<file path="config.mk">
export PLATFORM = sky130hd
export DESIGN_NAME = json_string_escape_decoder
export DESIGN_NICKNAME = d
export VERILOG_FILES = /design/src/rtl/core/jsed_pkg.sv /design/src/rtl/core/jsed_step.sv /design/src/rtl/core/jsed_out_buf.sv /design/src/rtl/core/json_string_escape_decoder.sv
export SDC_FILE = /design/constraint.sdc
export NUM_CORES = 1
export LEC_CHECK = 0
export BUFFER_PORTS_ARGS = -buffer_cell sky130_fd_sc_hd__buf_2
export CAP_MARGIN = 20
export CORE_MARGIN = 10
export CORE_UTILIZATION = 40
export DETAILED_ROUTE_END_ITERATION = 10
export HOLD_SLACK_MARGIN = 0.08
export REMOVE_ABC_BUFFERS = 1
export SYNTH_ARGS = -nofsm -noshare
export SYNTH_HDL_FRONTEND = slang
export SYNTH_HIERARCHICAL = 1
export SYNTH_SLANG_ARGS = --single-unit
</file>
<file path="constraint.sdc">
create_clock -name clk -period 8.9 [get_ports clk]
set_input_delay 1.335 -clock clk [delete_from_list [all_inputs] [get_ports clk]]
set_output_delay 1.335 -clock clk [all_outputs]
set_load 0.01 [all_outputs]
</file>
<file path="src/rtl/core/jsed_pkg.sv">
// Shared types, character codes and decode functions of the escape decoder.
// Depends on nothing; used by every module of the block.
package jsed_pkg;

    // Result slots per decode pass
    localparam int unsigned MAX_RES = 4;

    // Character codes
    localparam logic [15:0] CH_BSLASH = 16'h005C;
    localparam logic [15:0] CH_SLASH  = 16'h002F;
    localparam logic [15:0] CH_QUOTE  = 16'h0022;
    localparam logic [15:0] CH_QMARK  = 16'h003F;
    localparam logic [15:0] CH_ZERO   = 16'h0030;
    localparam logic [15:0] CH_NINE   = 16'h0039;
    localparam logic [15:0] CH_LC_A   = 16'h0061;
    localparam logic [15:0] CH_LC_F   = 16'h0066;
    localparam logic [15:0] CH_UC_A   = 16'h0041;
    localparam logic [15:0] CH_UC_F   = 16'h0046;

    // Escape letters
    localparam logic [15:0] ESC_B = 16'h0062;
    localparam logic [15:0] ESC_T = 16'h0074;
    localparam logic [15:0] ESC_N = 16'h006E;
    localparam logic [15:0] ESC_V = 16'h0076;
    localparam logic [15:0] ESC_F = 16'h0066;
    localparam logic [15:0] ESC_R = 16'h0072;
    localparam logic [15:0] ESC_X = 16'h0078;
    localparam logic [15:0] ESC_U = 16'h0075;

    // Control characters the escapes map to
    localparam logic [15:0] CTRL_BS = 16'h0008;
    localparam logic [15:0] CTRL_HT = 16'h0009;
    localparam logic [15:0] CTRL_LF = 16'h000A;
    localparam logic [15:0] CTRL_VT = 16'h000B;
    localparam logic [15:0] CTRL_FF = 16'h000C;
    localparam logic [15:0] CTRL_CR = 16'h000D;

    typedef enum logic [1:0] {
        ERR_NONE = 2'd0,
        ERR_HEX2 = 2'd1,
        ERR_HEX4 = 2'd2
    } err_t;

    typedef enum logic [1:0] {
        MODE_TEXT = 2'd0,
        MODE_ESC  = 2'd1,
        MODE_HEX2 = 2'd2,
        MODE_HEX4 = 2'd3
    } mode_t;

    // One result item
    typedef struct packed {
        logic [15:0] ch;
        logic        has;
        err_t        err;
    } res_t;

    // Scanner state
    typedef struct packed {
        mode_t            mode;
        logic [1:0]       cnt;
        logic [2:0][15:0] dig;
    } scan_t;

    // Results gathered in one pass
    typedef struct packed {
        logic [2:0]   n;
        res_t [3:0]   r;
    } acc_t;

    typedef struct packed {
        scan_t s;
        acc_t  a;
    } dec_t;

    // Hex digit value: {bad, value}
    function automatic logic [4:0] hexval(logic [15:0] c);
        logic is_dec;
        logic is_alpha;
        is_dec   = (c >= CH_ZERO) && (c <= CH_NINE);
        is_alpha = ((c >= CH_LC_A) && (c <= CH_LC_F)) || ((c >= CH_UC_A) && (c <= CH_UC_F));
        if (is_dec)
            return {1'b0, c[3:0]};
        else if (is_alpha)
            return {1'b0, c[3:0] + 4'd9};
        else
            return {1'b1, 4'd0};
    endfunction

    // Append one result, dropping anything past the last slot
    function automatic acc_t put_fn(acc_t a, logic [15:0] ch, logic has, err_t err);
        acc_t o;
        o = a;
        if (o.n < 3'(MAX_RES)) begin
            o.r[o.n[1:0]] = '{ch: (has ? ch : 16'h0000), has: has, err: err};
            o.n           = o.n + 3'd1;
        end
        return o;
    endfunction

    // Character handled as ordinary text
    function automatic dec_t plain_fn(dec_t d, logic [15:0] c);
        dec_t o;
        o = d;
        if (c == CH_BSLASH)
            o.s.mode = MODE_ESC;
        else
            o.a = put_fn(o.a, c, 1'b1, ERR_NONE);
        return o;
    endfunction

    // One character through the scanner
    function automatic dec_t feed_fn(dec_t d, logic [15:0] c);
        dec_t        o;
        logic        hex4;
        logic [4:0]  h0;
        logic [4:0]  h1;
        logic [4:0]  h2;
        logic [4:0]  hc;
        logic        bad;
        logic [15:0] v;
        err_t        err;
        o    = d;
        hex4 = (d.s.mode == MODE_HEX4);
        h0   = hexval(d.s.dig[0]);
        h1   = hexval(d.s.dig[1]);
        h2   = hexval(d.s.dig[2]);
        hc   = hexval(c);
        if (hex4) begin
            bad = h0[4] | h1[4] | h2[4] | hc[4];
            v   = {h0[3:0], h1[3:0], h2[3:0], hc[3:0]};
            err = ERR_HEX4;
        end
        else begin
            bad = h0[4] | hc[4];
            v   = {8'h00, h0[3:0], hc[3:0]};
            err = ERR_HEX2;
        end
        unique case (d.s.mode) inside
            MODE_TEXT:
            begin
                o = plain_fn(o, c);
            end
            MODE_ESC:
            begin
                o.s.mode = MODE_TEXT;
                unique case (c)
                    CH_BSLASH: o.a = put_fn(o.a, CH_BSLASH, 1'b1, ERR_NONE);
                    CH_SLASH:  o.a = put_fn(o.a, CH_SLASH, 1'b1, ERR_NONE);
                    CH_QUOTE:  o.a = put_fn(o.a, CH_QUOTE, 1'b1, ERR_NONE);
                    ESC_B:     o.a = put_fn(o.a, CTRL_BS, 1'b1, ERR_NONE);
                    ESC_T:     o.a = put_fn(o.a, CTRL_HT, 1'b1, ERR_NONE);
                    ESC_N:     o.a = put_fn(o.a, CTRL_LF, 1'b1, ERR_NONE);
                    ESC_V:     o.a = put_fn(o.a, CTRL_VT, 1'b1, ERR_NONE);
                    ESC_F:     o.a = put_fn(o.a, CTRL_FF, 1'b1, ERR_NONE);
                    ESC_R:     o.a = put_fn(o.a, CTRL_CR, 1'b1, ERR_NONE);
                    ESC_X:
                    begin
                        o.s.mode = MODE_HEX2;
                        o.s.cnt  = 2'd0;
                    end
                    ESC_U:
                    begin
                        o.s.mode = MODE_HEX4;
                        o.s.cnt  = 2'd0;
                    end
                    default:
                    begin
                        // unknown escape: emit the backslash, rescan the character
                        o.a = put_fn(o.a, CH_BSLASH, 1'b1, ERR_NONE);
                        o   = plain_fn(o, c);
                    end
                endcase
            end
            MODE_HEX2, MODE_HEX4:
            begin
                if ((hex4 && (d.s.cnt != 2'd3)) || (!hex4 && (d.s.cnt == 2'd0))) begin
                    // still gathering digits
                    case (d.s.cnt)
                        2'd0:    o.s.dig[0] = c;
                        2'd1:    o.s.dig[1] = c;
                        default: o.s.dig[2] = c;
                    endcase
                    o.s.cnt = d.s.cnt + 2'd1;
                end
                else begin
                    if (bad)
                        o.a = put_fn(o.a, CH_QMARK, 1'b1, err);
                    else
                        o.a = put_fn(o.a, v, 1'b1, ERR_NONE);
                    o.s.mode = MODE_TEXT;
                    o.s.cnt  = 2'd0;
                end
            end
        endcase
        return o;
    endfunction

endpackage

</file>
<file path="src/rtl/core/jsed_step.sv">
// Decode pass of the escape decoder: one character, or one end-of-string pass.
// Depends on jsed_pkg.
module jsed_step
(
    input  logic            finishing,
    input  jsed_pkg::scan_t state,
    input  logic [15:0]     character,
    output jsed_pkg::dec_t  result
);

    jsed_pkg::dec_t d;

    // End pass: flush a pending backslash, or flag a short hex escape and rescan its digits
    always_comb
    begin
        d.s = state;
        d.a = '0;
        if (finishing) begin
            case (state.mode) inside
                jsed_pkg::MODE_ESC:
                begin
                    d.a      = jsed_pkg::put_fn(d.a, jsed_pkg::CH_BSLASH, 1'b1,
                                                jsed_pkg::ERR_NONE);
                    d.s.mode = jsed_pkg::MODE_TEXT;
                end
                jsed_pkg::MODE_HEX2, jsed_pkg::MODE_HEX4:
                begin
                    d.a      = jsed_pkg::put_fn(d.a, 16'h0000, 1'b0,
                                   (state.mode == jsed_pkg::MODE_HEX2) ?
                                   jsed_pkg::ERR_HEX2 : jsed_pkg::ERR_HEX4);
                    d.s.mode = jsed_pkg::MODE_TEXT;
                    d.s.cnt  = 2'd0;
                    for (int i = 0; i < 3; i++) begin
                        if (i < int'(state.cnt))
                            d = jsed_pkg::feed_fn(d, state.dig[i]);
                    end
                end
                default:
                begin
                    d.s.mode = jsed_pkg::MODE_TEXT;
                end
            endcase
        end
        else begin
            d = jsed_pkg::feed_fn(d, character);
        end
    end

    assign result = d;

endmodule

</file>
<file path="src/rtl/core/jsed_out_buf.sv">
// Result register of the escape decoder: holds the results of one pass and
// hands them out one transfer per cycle while m_tready is high. Depends on jsed_pkg.
module jsed_out_buf
(
    input  logic                clk,
    input  logic                rst_n,
    input  logic                load,
    input  jsed_pkg::acc_t      load_acc,
    input  logic                load_eos,
    output logic                free,
    output logic                m_tvalid,
    input  logic                m_tready,
    output logic [15:0]         m_tdata,    // out_character
    output logic [2:0]          m_tuser,    // has_character, error_code[1:0]
    output logic                m_tlast     // end_of_string
);

    logic [2:0]           n_reg;
    logic [2:0]           n_next;
    logic [1:0]           idx_reg;
    logic [1:0]           idx_next;
    logic                 eos_reg;
    logic                 eos_next;
    jsed_pkg::res_t [3:0] res_reg;
    jsed_pkg::res_t [3:0] res_next;
    jsed_pkg::res_t       cur;
    logic                 pop;
    logic                 last_one;

    // Output side
    assign cur      = res_reg[idx_reg];
    assign m_tvalid = (n_reg != 3'd0);
    assign pop      = m_tvalid && m_tready;
    assign last_one = (({1'b0, idx_reg} + 3'd1) == n_reg);
    assign free     = !m_tvalid || (pop && last_one);
    assign m_tdata  = cur.ch;
    assign m_tuser  = {cur.err, cur.has};
    assign m_tlast  = eos_reg && last_one;

    // Load a new set or step through the current one
    always_comb
    begin
        n_next   = n_reg;
        idx_next = idx_reg;
        eos_next = eos_reg;
        res_next = res_reg;
        if (load) begin
            n_next   = load_acc.n;
            idx_next = 2'd0;
            eos_next = load_eos;
            res_next = load_acc.r;
        end
        else if (pop) begin
            if (last_one)
                n_next = 3'd0;
            else
                idx_next = idx_reg + 2'd1;
        end
    end

    always_ff @(posedge clk or negedge rst_n)
    begin
        if (!rst_n) begin
            n_reg   <= 3'd0;
            idx_reg <= 2'd0;
            eos_reg <= 1'b0;
        end
        else begin
            n_reg   <= n_next;
            idx_reg <= idx_next;
            eos_reg <= eos_next;
        end
    end

    always_ff @(posedge clk)
    begin
        res_reg <= res_next;
    end

endmodule

</file>
<file path="src/rtl/core/json_string_escape_decoder.sv">
// Escape decoder for the body of one string, one UTF-16 code unit a transfer.
// Depends on jsed_pkg, jsed_step and jsed_out_buf.
//
// The block takes one character per cycle and gives one result per cycle
// while m_tready is high and no pass waits on the result register. A
// character goes into an input register, is decoded in one pass against the
// scanner state, and its results (none to two) go into the result register,
// which hands them out one transfer per cycle. An unknown escape yields two
// results; a later pass with results waits until both have gone out. When a
// string ends inside an escape, one more pass per pending escape runs (a
// backslash, or an error plus the rescanned digits, up to four results),
// each waiting until the result register has handed out the last set.
module json_string_escape_decoder
(
    input  logic        clk,
    input  logic        rst_n,
    input  logic        s_tvalid,
    output logic        s_tready,
    input  logic [15:0] s_tdata,    // character
    input  logic        s_tlast,    // last_of_string
    output logic        m_tvalid,
    input  logic        m_tready,
    output logic [15:0] m_tdata,    // out_character
    output logic [2:0]  m_tuser,    // has_character, error_code[1:0]
    output logic        m_tlast     // end_of_string
);

    logic                 in_valid_reg;
    logic                 in_valid_next;
    logic [15:0]          char_reg;
    logic                 last_reg;
    logic                 finishing_reg;
    logic                 finishing_next;
    jsed_pkg::mode_t      mode_reg;
    jsed_pkg::mode_t      mode_next;
    logic [1:0]           cnt_reg;
    logic [1:0]           cnt_next;
    logic [2:0][15:0]     dig_reg;
    logic [2:0][15:0]     dig_next;
    jsed_pkg::scan_t      state;
    jsed_pkg::dec_t       dec;
    logic                 buf_free;
    logic                 active;
    logic                 advance;
    logic                 consume;
    logic                 ends;
    logic                 done_mode;
    logic                 s_fire;

    assign state = '{mode: mode_reg, cnt: cnt_reg, dig: dig_reg};

    jsed_step u_step
    (
        .finishing (finishing_reg),
        .state     (state),
        .character (char_reg),
        .result    (dec)
    );

    // Pass control: a pass completes once its results fit in the result register
    assign active    = finishing_reg || in_valid_reg;
    assign advance   = active && ((dec.a.n == 3'd0) || buf_free);
    assign consume   = advance && !finishing_reg;
    assign ends      = finishing_reg || last_reg;
    assign done_mode = (dec.s.mode == jsed_pkg::MODE_TEXT);
    assign s_tready  = !in_valid_reg || consume;
    assign s_fire    = s_tvalid && s_tready;

    jsed_out_buf u_out_buf
    (
        .clk      (clk),
        .rst_n    (rst_n),
        .load     (advance && (dec.a.n != 3'd0)),
        .load_acc (dec.a),
        .load_eos (ends && done_mode),
        .free     (buf_free),
        .m_tvalid (m_tvalid),
        .m_tready (m_tready),
        .m_tdata  (m_tdata),
        .m_tuser  (m_tuser),
        .m_tlast  (m_tlast)
    );

    // Next state of the scanner and the input stage
    always_comb
    begin
        in_valid_next  = in_valid_reg;
        finishing_next = finishing_reg;
        mode_next      = mode_reg;
        cnt_next       = cnt_reg;
        dig_next       = dig_reg;
        if (consume)
            in_valid_next = 1'b0;
        if (s_fire)
            in_valid_next = 1'b1;
        if (advance) begin
            mode_next      = dec.s.mode;
            cnt_next       = (ends && done_mode) ? 2'd0 : dec.s.cnt;
            dig_next       = dec.s.dig;
            finishing_next = ends && !done_mode;
        end
    end

    always_ff @(posedge clk or negedge rst_n)
    begin
        if (!rst_n) begin
            in_valid_reg  <= 1'b0;
            finishing_reg <= 1'b0;
            mode_reg      <= jsed_pkg::MODE_TEXT;
            cnt_reg       <= 2'd0;
        end
        else begin
            in_valid_reg  <= in_valid_next;
            finishing_reg <= finishing_next;
            mode_reg      <= mode_next;
            cnt_reg       <= cnt_next;
        end
    end

    // Payload registers
    always_ff @(posedge clk)
    begin
        dig_reg <= dig_next;
        if (s_fire) begin
            char_reg <= s_tdata;
            last_reg <= s_tlast;
        end
    end

endmodule

</file>
==> summary.txt <==
Cells and area
  – Most common cell after layout, fill and taps aside: edfxtp_1
  – Design Area, Final: 13900 sq um
  – Layout cell share with drive strength beyond 1: 0.143
  – Ant diodes: 0
  – Number of flip-flops in the largest register: 76
  – Most frequent cells in the layout: edfxtp_1, nand2_1, a21oi_1
  – Final non-filler cell total: 1830
  – P&R area growth vs syn: 7.79%
  – Layout Nets: 1468

Worst hold path
  – Worst hold path type: flip-flop to flip-flop
  – Min-delay src: u_out_buf/eos_reg

Floorplan
  – Core area: 31700 sq um
  – Die Y: 200 microns
  – Die area: 39900 sq um
  – Die Span X: 200 microns
  – Initial core utilization: 0.408
  – Row count: 65
  – I/O pins: 43

Power
  – Leak: 4.71 nW
  – Pwr dens: 241 nW/um^2
  – Peak supply drop: 0.238 mV

Worst setup path
  – CP Launch Point: dig_reg[17]
  – Delay-heaviest family, CP: compound AO/OA/AOI/OAI gates
  – Most frequent cell on the critical path: inv_1
  – CP Data Required Time: 7.57 ns
  – Crit end category: output port
  – Crit start category: flip-flop
  – CP Max Fanout: 15
  – Worst Path Buf+Inv: 4
  – Crit path kind: flip-flop to output port
  – CP Data Arrival Time: 6.49 ns
  – CP peak stage delay: 0.78 ns
  – R2r startpoint: dig_reg[17]
  – Crit-path cells: inv_1, ha_1, nand3b_1, a2111oi_4, and4_1, and4_1, a21o_1, inv_1, ha_1, nand3_1, a21oi_1, o211ai_1, a21oi_1, o31ai_1, nor3_4, o21ai_0, inv_1, buf_2
  – CP max-delay cell: a2111oi_4

Global routing
  – Antenna violations before repair: 1
  – Pin count of the biggest net entering global routing: 88
  – Vias in the first global route: 12000
  – GRT Overall Usage: 0.275
  – First-pass GRT wire length: 80800 microns
  – Overflow after GRT: 0

Detailed routing
  – Via/cell ratio: 7.11
  – Starting DRT DRC Count: 2109
  – Pre-Repair DR Iteration Count: 8
  – Detailed-route DRC error count: 0
  – Final wirelength: 55300 microns
  – WL per Instance: 30.2 microns
  – Via count: 13000
  – Post-route ant nets: 0

Timing
  – Slew Limit Headroom: 0.233
  – Final worst slack: 1.07 ns
  – Final Setup Violations: 0
  – Fin crit period: 7.83 ns
  – Hold Violations, Final: 0
  – Actual slew at the worst max-slew pin: 1.15 ns
  – Clock skew: 0.0173 ns
  – Slew Limit Fails: 0
  – Fraction of the cycle the final worst path needs: 0.880
  – Max Freq: 128 MHz
  – Unrepaired setup endpoints after global routing: no

Clocking
  – CTS Buf Count: 17
  – Worst-path clk slew: 0.07 ns
  – Maximum root-to-sink buffer count: 2
  – Skew-Pair Late Insertion Delay: 0.46 ns
  – Clk sinks: 153
  – TritonCTS clock tree: yes
  – Post-CTS Setup Repair Bufs: 0
  – H-tree depth: 4
  – CTS-repair resized insts: 0
  – Clk root buf: clkbuf_16
  – Post-cts hold buffer count: 0

Logic synthesis
  – Number of synthesized flops with an enable pin: 141
  – Yosys reg bits: 153
  – Top_reg_cell synth: edfxtp_1
  – Synth cell types: 110
  – Sequential-to-total area share from yosys stat: 0.351
  – Mapped Cells: 1446
  – Yosys warns: 6
  – Synth async-reset ratio: 0.0784
  – Syn avg cell area: 8.94 sq um
  – Cell area after synthesis: 12900 sq um

Place
  – IO buf count: 42
  – Dpl hpwl: 40500 microns
  – DP Worst Slack: 1.79 ns
  – Placed Instances: 1796
  – Area after DPL: 13300 sq um
  – Routability congestion estimate: 1.05

Outcome
  – Outcome: finished clean

Flow run
  – # Max-Cap Violations: 0
[synthesized netlist by cell type (17+ instances only)]
cell type / instances / area (sq um)
edfxtp_1: 141 / 4230
nand2_1: 136 / 510
a21oi_1: 133 / 666
clkbuf_1: 92 / 345
o21ai_0: 90 / 450
nor2_1: 81 / 304
nand3_1: 56 / 280
a31oi_1: 36 / 225
nor3_1: 35 / 175
and2_1: 34 / 213
ha_1: 32 / 400
mux2_2: 31 / 349
inv_1: 29 / 109
a211oi_1: 26 / 195
o211ai_1: 24 / 180
a22oi_1: 23 / 173
mux4_2: 19 / 428
nand4_1: 18 / 113
and3_1: 17 / 106
buf_2: 17 / 85.1
[metrics by stage]
step | util | hold WS (ns) | setup TNS, ns | total power, mW
finish | 0.439 | 0.519 | 0 | 3.36
global route | 0.439 | 0.537 | 0 | 3.55
CTS | 0.439 | 0.522 | 0 | 3.35
detailed placement | 0.421 | 0.506 | 0 | 2.63
global placement | 0.421 | 0.500 | 0 | 2.61
floorplan | - | 0.473 | -94.98 | 2.19
[power by group]
| part | internal (mW) | total (mW) | switching, mW |
|---|---|---|---|
| clock | 0.413 | 0.715 | 0.302 |
| sequential | 1.25 | 1.44 | 0.192 |
| combinational | 0.425 | 1.21 | 0.785 |
| total | 2.08 | 3.36 | 1.28 |
[cell families after synthesis]
logic type,after synthesis,synth area share
compound gates,524,0.279
xor+xnor,11,0.00745
fa+ha+maj,32,0.0310
buf+inv,159,0.0521
flops,153,0.351
mux,62,0.0710
other cells,1,0.000290
simple gates,504,0.208
[routing by layer]
layer / up-vias / track usage / part of all wire / routed length [microns]
li1: 5563 / - / - / -
met1: 6265 / 0.370 / 0.40 / 22400
met2: 988 / 0.388 / 0.41 / 22500
met3: 202 / 0.0970 / 0.14 / 7490
met4: 0 / 0.123 / 0.052 / 2900
met5: - / 0 / 0 / 0
[final timing paths]
check	end	cells after the start	slack, ns
hold reg to reg	u_out_buf/eos_reg	1	0.52
min in group asynchronous	u_out_buf/idx_reg[1]	1	0.76
hold / removal	u_out_buf/eos_reg	1	0.52
setup / recovery	s_tready	18	1.07
setup reg to reg	u_out_buf/idx_reg[0]	20	1.72
max in group asynchronous	finishing_reg	1	7.90
[final cells by class]
type	count	area, sq um
Sequential cell	153	4540
Clock inverter	14	148
Tap cell	402	503
Inverter	31	116
Timing Repair Buffer	73	453
Fill cell	3148	17800
Clock buffer	18	429
Multi-Input combinational cell	1139	7750
(Power assumes the default switching activity.)
